**config.mk**
```make
export PLATFORM = sky130hd
export DESIGN_NAME = versioned_lock_table_unit
export DESIGN_NICKNAME = d
export VERILOG_FILES = /design/src/sv/vlt_pkg.sv /design/src/sv/vlt_table.sv /design/src/sv/versioned_lock_table_unit.sv
export SDC_FILE = /design/constraint.sdc
export NUM_CORES = 2
export LEC_CHECK = 0
export ABC_AREA = 0
export ABC_CLOCK_PERIOD_IN_PS = 17050
export BUFFER_PORTS_ARGS = -buffer_cell sky130_fd_sc_hd__buf_2
export CAP_MARGIN = 25
export CORE_ASPECT_RATIO = 1.1
export CORE_UTILIZATION = 63
export DETAILED_ROUTE_END_ITERATION = 16
export PLACE_DENSITY_LB_ADDON = 0.15
export SYNTH_ARGS = -nofsm -noshare
export SYNTH_HDL_FRONTEND = slang
export SYNTH_SLANG_ARGS = --single-unit
```
**constraint.sdc**
```tcl
create_clock -name i_clk -period 17.05 [get_ports i_clk]
set_clock_uncertainty 0.2 [all_clocks]
set_input_delay 1.705 -clock i_clk [delete_from_list [all_inputs] [get_ports i_clk]]
set_output_delay 1.705 -clock i_clk [all_outputs]
set_load 0.03 [all_outputs]
```
**src/sv/vlt_pkg.sv**
```systemverilog
// ---------------------------------------------------------------------------
// vlt_pkg: shared types and constants of the versioned lock table
// Command and status codes, request and reply records, table sizing.
// ---------------------------------------------------------------------------
package vlt_pkg;

    localparam int KEY_COUNT    = 16;
    localparam int KEY_IW       = $clog2(KEY_COUNT);
    localparam int KEY_W        = 4;
    localparam int CLIENT_W     = 4;
    localparam int VALUE_W      = 64;
    localparam int VALUE_BITS   = 64;
    localparam int VERSION_W    = 31;
    localparam int SEQ_W        = 32;
    localparam int RVER_W       = 32;
    localparam int INITIAL_KEYS = 5;

    localparam logic [VALUE_W-1:0] VALUE_MASK = {VALUE_W{1'b1}} >> (VALUE_W - VALUE_BITS);

    typedef enum logic [2:0] {
        CMD_GET    = 3'd0,
        CMD_LOCK   = 3'd1,
        CMD_PUT    = 3'd2,
        CMD_UPDATE = 3'd3,
        CMD_UNLOCK = 3'd4
    } t_cmd;

    typedef enum logic [1:0] {
        ST_OK      = 2'd0,
        ST_REFUSED = 2'd1,
        ST_UNDEF   = 2'd2
    } t_status;

    localparam logic [RVER_W-1:0] VER_MINUS_ONE = {RVER_W{1'b1}};
    localparam logic [RVER_W-1:0] VER_NULL_GET  = RVER_W'(1);

    typedef struct packed {
        logic [2:0]           cmd;
        logic [KEY_W-1:0]     key;
        logic [CLIENT_W-1:0]  client;
        logic [VALUE_W-1:0]   value;
        logic [VERSION_W-1:0] version;
        logic [SEQ_W-1:0]     seq;
    } t_req;

    typedef struct packed {
        logic [2:0]                kind;
        logic [KEY_W-1:0]          key;
        logic [SEQ_W-1:0]          seq;
        t_status                   status;
        logic [VALUE_W-1:0]        value;
        logic                      value_null;
        logic signed [RVER_W-1:0]  version;
    } t_rsp;

endpackage

```
**src/sv/vlt_table.sv**
```systemverilog
// ---------------------------------------------------------------------------
// vlt_table: entry storage and per-request read-modify-write
// Decodes one request against its entry, builds the reply, updates state.
// ---------------------------------------------------------------------------
module vlt_table (
    input  logic          i_clk,
    input  logic          i_rst_n,
    input  logic          i_fire,
    input  vlt_pkg::t_req i_req,
    output logic          o_has_reply,
    output vlt_pkg::t_rsp o_rsp
);
    import vlt_pkg::*;

    logic                 r_present  [KEY_COUNT];
    logic [VALUE_W-1:0]   r_value    [KEY_COUNT];
    logic [VERSION_W-1:0] r_version  [KEY_COUNT];
    logic                 r_lock     [KEY_COUNT];
    logic [CLIENT_W-1:0]  r_lock_own [KEY_COUNT];
    logic                 r_resv     [KEY_COUNT];
    logic [CLIENT_W-1:0]  r_resv_own [KEY_COUNT];

    logic [KEY_IW-1:0]  idx;
    logic               inr;
    logic               present;
    logic               locked;
    logic               lock_mine;
    logic               resv;
    logic               resv_mine;
    logic               newer;
    logic [VALUE_W-1:0] req_value;

    logic wr_data;
    logic set_present;
    logic set_lock;
    logic clr_lock;
    logic set_resv;
    logic clr_resv;

    assign idx       = i_req.key[KEY_IW-1:0];
    assign inr       = 32'(i_req.key) < KEY_COUNT;
    assign present   = inr && r_present[idx];
    assign locked    = r_lock[idx];
    assign lock_mine = r_lock_own[idx] == i_req.client;
    assign resv      = inr && r_resv[idx];
    assign resv_mine = r_resv_own[idx] == i_req.client;
    assign newer     = r_version[idx] < i_req.version;
    assign req_value = i_req.value & VALUE_MASK;

    // decode: state changes and reply for the entry under this request
    always_comb begin
        wr_data     = 1'b0;
        set_present = 1'b0;
        set_lock    = 1'b0;
        clr_lock    = 1'b0;
        set_resv    = 1'b0;
        clr_resv    = 1'b0;
        o_has_reply = 1'b1;

        o_rsp.kind       = i_req.cmd;
        o_rsp.key        = i_req.key;
        o_rsp.seq        = i_req.seq;
        o_rsp.status     = ST_OK;
        o_rsp.value      = '0;
        o_rsp.value_null = 1'b0;
        o_rsp.version    = '0;

        case (i_req.cmd)
            CMD_GET: begin
                if (present && !locked) begin
                    o_rsp.value   = r_value[idx];
                    o_rsp.version = {1'b0, r_version[idx]};
                end else if (present) begin
                    o_rsp.status  = ST_REFUSED;
                    o_rsp.version = VER_MINUS_ONE;
                end else begin
                    o_rsp.value_null = 1'b1;
                    o_rsp.version    = VER_NULL_GET;
                end
            end
            CMD_LOCK: begin
                if (present && !locked) begin
                    set_lock      = 1'b1;
                    o_rsp.value   = req_value;
                    o_rsp.version = {1'b0, r_version[idx]};
                end else if (!present && inr && !resv) begin
                    set_resv      = 1'b1;
                    o_rsp.value   = req_value;
                    o_rsp.version = VER_MINUS_ONE;
                end else begin
                    o_rsp.status  = ST_REFUSED;
                    o_rsp.version = VER_MINUS_ONE;
                end
            end
            CMD_PUT: begin
                o_has_reply = 1'b0;
                if (present && locked && lock_mine) begin
                    clr_lock = 1'b1;
                    wr_data  = newer;
                end else if (resv && resv_mine) begin
                    set_present = 1'b1;
                    wr_data     = 1'b1;
                    clr_lock    = 1'b1;
                    clr_resv    = 1'b1;
                end
            end
            CMD_UPDATE: begin
                o_has_reply = 1'b0;
                wr_data     = present && !locked && newer;
            end
            CMD_UNLOCK: begin
                o_has_reply = 1'b0;
                if (present && locked && lock_mine) begin
                    clr_lock = 1'b1;
                    clr_resv = resv && resv_mine;
                end
            end
            default: begin
                o_rsp.status = ST_UNDEF;
            end
        endcase
    end

    always_ff @(posedge i_clk) begin
        if (!i_rst_n) begin
            for (int k = 0; k < KEY_COUNT; k++) begin
                r_present[k]  <= k < INITIAL_KEYS;
                r_value[k]    <= '0;
                r_version[k]  <= '0;
                r_lock[k]     <= 1'b0;
                r_lock_own[k] <= '0;
                r_resv[k]     <= 1'b0;
                r_resv_own[k] <= '0;
            end
        end else if (i_fire && inr) begin
            if (set_present) begin
                r_present[idx] <= 1'b1;
            end
            if (wr_data) begin
                r_value[idx]   <= req_value;
                r_version[idx] <= i_req.version;
            end
            if (set_lock) begin
                r_lock[idx]     <= 1'b1;
                r_lock_own[idx] <= i_req.client;
            end else if (clr_lock) begin
                r_lock[idx] <= 1'b0;
            end
            if (set_resv) begin
                r_resv[idx]     <= 1'b1;
                r_resv_own[idx] <= i_req.client;
            end else if (clr_resv) begin
                r_resv[idx] <= 1'b0;
            end
        end
    end

endmodule

```
**src/sv/versioned_lock_table_unit.sv**
```systemverilog
// ---------------------------------------------------------------------------
// versioned_lock_table_unit: versioned lock table, top level
// Request register, table read-modify-write, reply register.
// ---------------------------------------------------------------------------
// a request waits in the request register; when it retires, any reply it makes is written into the reply register
// throughput: one request per cycle unless the reply register stalls; put, update and unlock retire with no reply
// the only stall source is a full reply register held by i_out_stall
// reset (synchronous, active low) empties both registers and restores the
// table: first five keys present, all values and versions zero, no locks,
// no reservations
module versioned_lock_table_unit (
    input  logic                                i_clk,
    input  logic                                i_rst_n,
    input  logic                                i_in_valid,
    output logic                                o_in_stall,
    input  logic [2:0]                          i_cmd,
    input  logic [vlt_pkg::KEY_W-1:0]           i_key,
    input  logic [vlt_pkg::CLIENT_W-1:0]        i_client,
    input  logic [vlt_pkg::VALUE_W-1:0]         i_value,
    input  logic [vlt_pkg::VERSION_W-1:0]       i_version,
    input  logic [vlt_pkg::SEQ_W-1:0]           i_seq,
    output logic                                o_out_valid,
    input  logic                                i_out_stall,
    output logic [2:0]                          o_reply_kind,
    output logic [vlt_pkg::KEY_W-1:0]           o_reply_key,
    output logic [vlt_pkg::SEQ_W-1:0]           o_reply_seq,
    output logic [1:0]                          o_status,
    output logic [vlt_pkg::VALUE_W-1:0]         o_reply_value,
    output logic                                o_value_null,
    output logic signed [vlt_pkg::RVER_W-1:0]   o_reply_version
);
    import vlt_pkg::*;

    // request stage
    logic r_req_valid;
    logic n_req_valid;
    t_req r_req;

    // reply stage
    logic r_out_valid;
    logic n_out_valid;
    t_rsp r_out;

    logic in_accept;
    logic req_fire;
    logic has_reply;
    t_rsp rsp;

    vlt_table u_table (
        .i_clk       (i_clk),
        .i_rst_n     (i_rst_n),
        .i_fire      (req_fire),
        .i_req       (r_req),
        .o_has_reply (has_reply),
        .o_rsp       (rsp)
    );

    // the held request retires when it makes no reply, or when the reply
    // register is empty or being drained this cycle
    assign req_fire   = r_req_valid && (!has_reply || !r_out_valid || !i_out_stall);
    assign o_in_stall = r_req_valid && !req_fire;
    assign in_accept  = i_in_valid && !o_in_stall;

    always_comb begin
        n_req_valid = r_req_valid;
        if (in_accept) begin
            n_req_valid = 1'b1;
        end else if (req_fire) begin
            n_req_valid = 1'b0;
        end
    end

    always_comb begin
        n_out_valid = r_out_valid;
        if (req_fire && has_reply) begin
            n_out_valid = 1'b1;
        end else if (!i_out_stall) begin
            n_out_valid = 1'b0;
        end
    end

    always_ff @(posedge i_clk) begin
        if (!i_rst_n) begin
            r_req_valid <= 1'b0;
            r_out_valid <= 1'b0;
        end else begin
            r_req_valid <= n_req_valid;
            r_out_valid <= n_out_valid;
        end
    end

    // payload registers, no reset needed
    always_ff @(posedge i_clk) begin
        if (in_accept) begin
            r_req.cmd     <= i_cmd;
            r_req.key     <= i_key;
            r_req.client  <= i_client;
            r_req.value   <= i_value;
            r_req.version <= i_version;
            r_req.seq     <= i_seq;
        end
        if (req_fire && has_reply) begin
            r_out <= rsp;
        end
    end

    assign o_out_valid     = r_out_valid;
    assign o_reply_kind    = r_out.kind;
    assign o_reply_key     = r_out.key;
    assign o_reply_seq     = r_out.seq;
    assign o_status        = r_out.status;
    assign o_reply_value   = r_out.value;
    assign o_value_null    = r_out.value_null;
    assign o_reply_version = r_out.version;

endmodule

```
Word level (Yosys, flattened, before mapping). Memories as Yosys holds them, arrays and structs flattened. A register that Yosys moved wholly into a read port is not among the register bits. Cells that the tools add are included.

Bits in registers: 278. Bits in latches: 0. Memories: 7. Input bits: 142. Memory bits (read-only): 0. Word-level logic and storage cells: 154. RAM bits: 1696. Output and inout bits: 140.

Add/sub/neg operators: 0. Bitwise logic cells: 3. Multipliers: 0. Shifts and indexed selects: 0. Reductions and logical operators: 30. Multiplexer cells: 91. Equal/unequal tests: 7. Magnitude comparators: 1. Divide/modulo/power cells: 0.

Memory list: u_table.r_value (words 16, bits a word 64, rd ports 1, clocked after Yosys merged registers in 1, wr ports 16, line vlt_table.sv:16) `logic [VALUE_W-1:0] r_value [KEY_COUNT];`; u_table.r_version (words 16, bits a word 31, rd ports 1, clocked after Yosys merged registers in 1, wr ports 16, line vlt_table.sv:17) `logic [VERSION_W-1:0] r_version [KEY_COUNT];`; u_table.r_lock_own (words 16, bits a word 4, rd ports 1, clocked after Yosys merged registers in 1, wr ports 16, line vlt_table.sv:19) `logic [CLIENT_W-1:0] r_lock_own [KEY_COUNT];`; u_table.r_resv_own (words 16, bits a word 4, rd ports 1, clocked after Yosys merged registers in 1, wr ports 16, line vlt_table.sv:21) `logic [CLIENT_W-1:0] r_resv_own [KEY_COUNT];`; u_table.r_lock (words 16, bits a word 1, rd ports 1, clocked after Yosys merged registers in 1, wr ports 16, line vlt_table.sv:18) `logic r_lock [KEY_COUNT];`; u_table.r_present (words 16, bits a word 1, rd ports 1, clocked after Yosys merged registers in 1, wr ports 16, line vlt_table.sv:15) `logic r_present [KEY_COUNT];`; +1 memories.

Operators by type and width (count): 2-to-1 mux 64 bit (4); one-hot mux 64 bit (2 select lines) (1); 2-to-1 mux 32 bit (3); 2-to-1 mux 4 bit (16); one-hot mux 32 bit (2 select lines) (1); OR reduction 64 bit (1); 2-to-1 mux 1 bit (59); < comparator 31 bit (1); 2-to-1 mux 31 bit (1); OR reduction 31 bit (1); logical AND 1 bit (10); equality test 4 bit (2); OR reduction 4 bit (2); zero test 1 bit (7); equality test 3 x 2 -> 1 bit, second input constant (2); one-hot mux 1 bit (2 select lines) (3); one-hot mux 2 bit (3 select lines) (1); 2-to-1 mux 2 bit (2); equality test 3 x 1 -> 1 bit, second input constant (1); equality test 3 bit, second input constant (1); zero test 3 bit (1); OR reduction 1 bit (3); OR reduction 3 bit (1); logical OR 1 bit (2); 5 further kinds (6).

Depth between registers and ports, before layout.
Depth after elaboration: 13. Mapped depth: 20. Gate-level depth less buffers: 11.

Hierarchy. Synthesis repeated with hierarchy kept, for this count alone.

Cells, all modules: 5705. Area total of the unflattened synthesis: 94738.4 um2.

Modules (own cells, without submodules): vlt_table (cells an instance 5418, area each 86355.3 um2, instances 1); versioned_lock_table_unit (cells an instance 287, area each 8383.0 um2, instances 1).

Worst setup path before layout. OpenSTA, ideal clock, no wires.

Path kind: register -> register. From: register (tool-made name). To: memory u_table.r_value[6][0] (enable). Data arrival time: 11255 ps. Required time: 16170 ps. Slack: 4915 ps. Path buffers: 7. Cell stages (with the launch flop): 18. Cells stage by stage: dfxtp_1 > buf_6 > buf_4 > buf_2 > clkbuf_1 > buf_1 > mux4_2 > mux4_2 > ha_1 > a21o_1 > a21o_1 > a2111oi_0 > o211ai_1 > a21oi_2 > a31oi_4 > buf_2 > buf_2 > o21ai_0.

RTL lines (line): end, declared (vlt_table.sv:16).

==> impl_metrics.tcl <==
set metrics [dict create \
    synth_edf_count 1924 \
    dieArea_mm2 0.149 \
    ys.flop_type "edfxtp_1" \
    clock_power_share_pct 38.8 \
    post-route-min-period_ps 10010 \
    ys_seq_area_share_pct 63.3 \
    fmax_mhz 99.9 \
    dp_hpwl_um 123000 \
    area_delta_synth_final_pct 8.84 \
    cts_tree "yes" \
    p_leak_uw 0.0311 \
    cp.arrival_ps 10350 \
    critPathKind "flop to flop" \
    clockBufferDepth 3 \
    wl_per_cell_um 33.1 \
    postCtsSetupBuffers 0 \
    route.final.wire_length_um 249000 \
    rsz0062_at_grt "no" \
    hp-start "r_req[0]$_DFFE_PP_" \
    p_comb_share_pct 8.7 \
    worst_setup_path_start_kind "flop" \
    grt_usage_pct 33.6 \
    first_pass_iters 6 \
    slowest_delay_ps 930 \
    gr-total-overflow 0 \
    relSlewSlack_pct 24.0 \
    p_int_uw 8150 \
    drc 0 \
    grt_pass1_wl_um 362000 \
    vias 52600 \
    p_seq_share_pct 52.5 \
    path_clk_slew_ps 60 \
    crit_family "buffers and inverters" \
    final_layout_size_suffix_gt1_share_pct 39.3 \
    hold_path_class "flop to flop" \
    numClockSinks 1978 \
    tightest_slew_ps 1140 \
    cts_hold_buf 0 \
    cts_buffers 196 \
    rows 147 \
    p_per_area_mw_per_mm2 105 \
    drt_iter0_drc 7001 \
    finalWeightedCongestion 0.814 \
    die_h_um 405 \
    p_switching_uw 2510 \
    post_drt_via_cell_ratio 7.00 \
    layout.nets 5595 \
    grt_max_degree 186 \
    ys_async_sr_fraction_pct 0 \
    maxCapViolCount 0 \
    dieWidth_um 368 \
    path_max_fanout 76 \
    first_global_vias 52600 \
    port_buffers 281 \
    cp_common_cell "buf_4" \
    outcome "finished, final reports clean" \
    root_buffer "clkbuf_16" \
    ys_types 57 \
    finalCritPeriodShare_pct 58.7 \
    vdd_drop_max_mv 0.0987 \
    setup_viol 0 \
    yosysWarningCount 0 \
    synthCells 5433 \
    cp.buffers_inverters 7 \
    htreeDepth 4 \
    finalHoldViolations 0 \
    fillers 9488 \
    synth.avg_cell_area_um2 17.1 \
    fin_setup_tns_ps 0 \
    synth.net_count 5605 \
    ys_seq_elements 1978 \
    ant_nets 0 \
    grt_antenna_before_repair 3 \
    synth.cell_area_mm2 0.0930 \
    final_util_pct 69.2 \
    crit_path_cell_trace "buf_4 -> buf_4 -> mux4_2 -> mux4_2 -> ha_1 -> nand4_1 -> a21oi_1 -> o221ai_1 -> o211ai_1 -> a21oi_2 -> a31oi_4 -> buf_4 -> buf_4 -> buf_4 -> buf_4 -> buf_16 -> nor3b_1" \
    coreArea_mm2 0.146 \
    drv_slew 0 \
    sw_frac_of_total_pct 23.5 \
    ioPinCount 282 \
    cts_resized 0 \
    required_ps 17390 \
    p_total_uw 10700 \
    start_util_pct 63.6 \
    slowest_stage "buf_4" \
    endpoint_kind "flop" \
    clk_latency_ps 850 \
]
## cell usage in the layout (no fill, tap or decap), drive strengths merged, types with 6 or more instances in the layout
cell and n:
edfxtp 1924, nor3b 1042, mux4 509, nor3 490, buf 410, clkbuf 248, nor2 153, o21ai 133
clkinv 123, nand2 120, inv 76, dfxtp 54, a21oi 42, a22oi 34, o21a 34, mux2i 31
ha 30, nor2b 18, nand3 15, nand4 12, nand2b 10, mux2 9, bufinv 9, xor2 7
clkinvlp 6
## metal layers
metal  vias up  wire length [um]  GRT usage (%)
li1      21300                 -              -
met1     27700             95800           47.9
met2      3208            121000           54.2
met3       438             25100           5.37
met4         0              6910           9.79
met5         -                 0              0
## final cells by class
class                      count  area [um^2]  share of cell area [%]
antenna                        1         2.50                 0.00247
clock buffer                 248         5210                    5.14
clock inverter               114          825                   0.815
inverter                     100          390                   0.386
multi-input combinational   2737        30900                    30.5
sequential                  1978        58900                    58.2
tap                         1937         2420                    2.39
timing repair buffer         410         2630                    2.60
## power groups by stage
stage	Combinational [uW]	Clock, uW	Sequential (uW)
floorplan	609	0	5710
detailed placement	918	0	5700
global placement	913	0	5690
CTS	921	4170	5600
global route	965	4330	5620
finish	928	4130	5600
## kinds of logic (layout without fill, tap and decap cells)
logic type | after synthesis | count (layout) | synth area share, %
DFF | 1978 | 1978 | 63.3
and+or+nand+nor | 1870 | 1870 | 17.7
buffers and inverters | 718 | 872 | 3.89
muxes | 549 | 549 | 12.8
AOI/OAI and AO/OA | 277 | 277 | 1.82
adders and majority gates | 30 | 30 | 0.404
xor gates and xnor gates | 11 | 11 | 0.104
other | 0 | 1 | 0
## registers in the layout, indices dropped and copies added (netlist names), named ones only
register / cells
o_reply_seq: 32
o_reply_kind: 3
u_table.r_lock_own: 64
o_reply_version: 32
u_table.r_present: 16
u_table.r_resv: 16
o_status: 2
u_table.r_lock: 16
o_out_valid: 1
u_table.r_resv_own: 64
r_req_valid: 1
o_value_null: 1
u_table.r_version: 496
r_req: 138
o_reply_key: 4
o_reply_value: 64
u_table.r_value: 1024
## per-stage QoR
step	hold WS, ps	cells	instance area, um^2	worst slack (ps)
global placement	200	7154	95000	7030
detailed placement	205	7158	95100	7140
global route	217	7524	101000	6830
CTS	214	7520	101000	7100
finish	215	7525	101000	7040
floorplan	200	5433	93000	4920
## final timing paths
path / slack [ps] / end / cells after the start
hold reg to reg: 220 / o_reply_seq[0]$_DFFE_PP_ / 0
hold / removal: 220 / o_reply_seq[0]$_DFFE_PP_ / 0
setup reg to reg: 7040 / u_table.r_value[2][10]$_SDFFCE_PN0P_ / 17
setup / recovery: 7040 / u_table.r_value[2][10]$_SDFFCE_PN0P_ / 17
## cell usage after synthesis (all sizes together), types with 5 or more instances
| master | n | area [um^2] |
|---|---|---|
| ha | 30 | 375 |
| o22ai | 5 | 31.3 |
| edfxtp | 1924 | 57800 |
| mux4 | 509 | 11500 |
| xor2 | 7 | 61.3 |
| inv | 70 | 263 |
| buf | 259 | 1900 |
| nor2b | 18 | 113 |
| nand2 | 120 | 450 |
| a21o | 5 | 37.5 |
| nand4 | 12 | 75.1 |
| nand3 | 15 | 75.1 |
| nor3 | 490 | 4450 |
| clkbuf | 359 | 1350 |
| a21oi | 42 | 214 |
| nor2 | 153 | 574 |
| o21ai | 133 | 666 |
| mux2 | 9 | 101 |
| dfxtp | 54 | 1080 |
| a22oi | 34 | 255 |
| mux2i | 31 | 310 |
| nor3b | 1042 | 10600 |
| clkinv | 30 | 113 |
| nand2b | 10 | 62.6 |
| o21a | 34 | 255 |
## worst reg2reg max path, cell delays in order (launching register included)
cell,delay [ps]
dfxtp_4,840
buf_4,760
buf_4,890
mux4_2,490
mux4_2,530
ha_1,320
nand4_1,100
a21oi_1,180
o221ai_1,160
o211ai_1,250
a21oi_2,190
a31oi_4,850
buf_4,870
buf_4,1020
buf_4,970
buf_4,630
buf_16,340
nor3b_1,150
(Power assumes the default switching activity.)
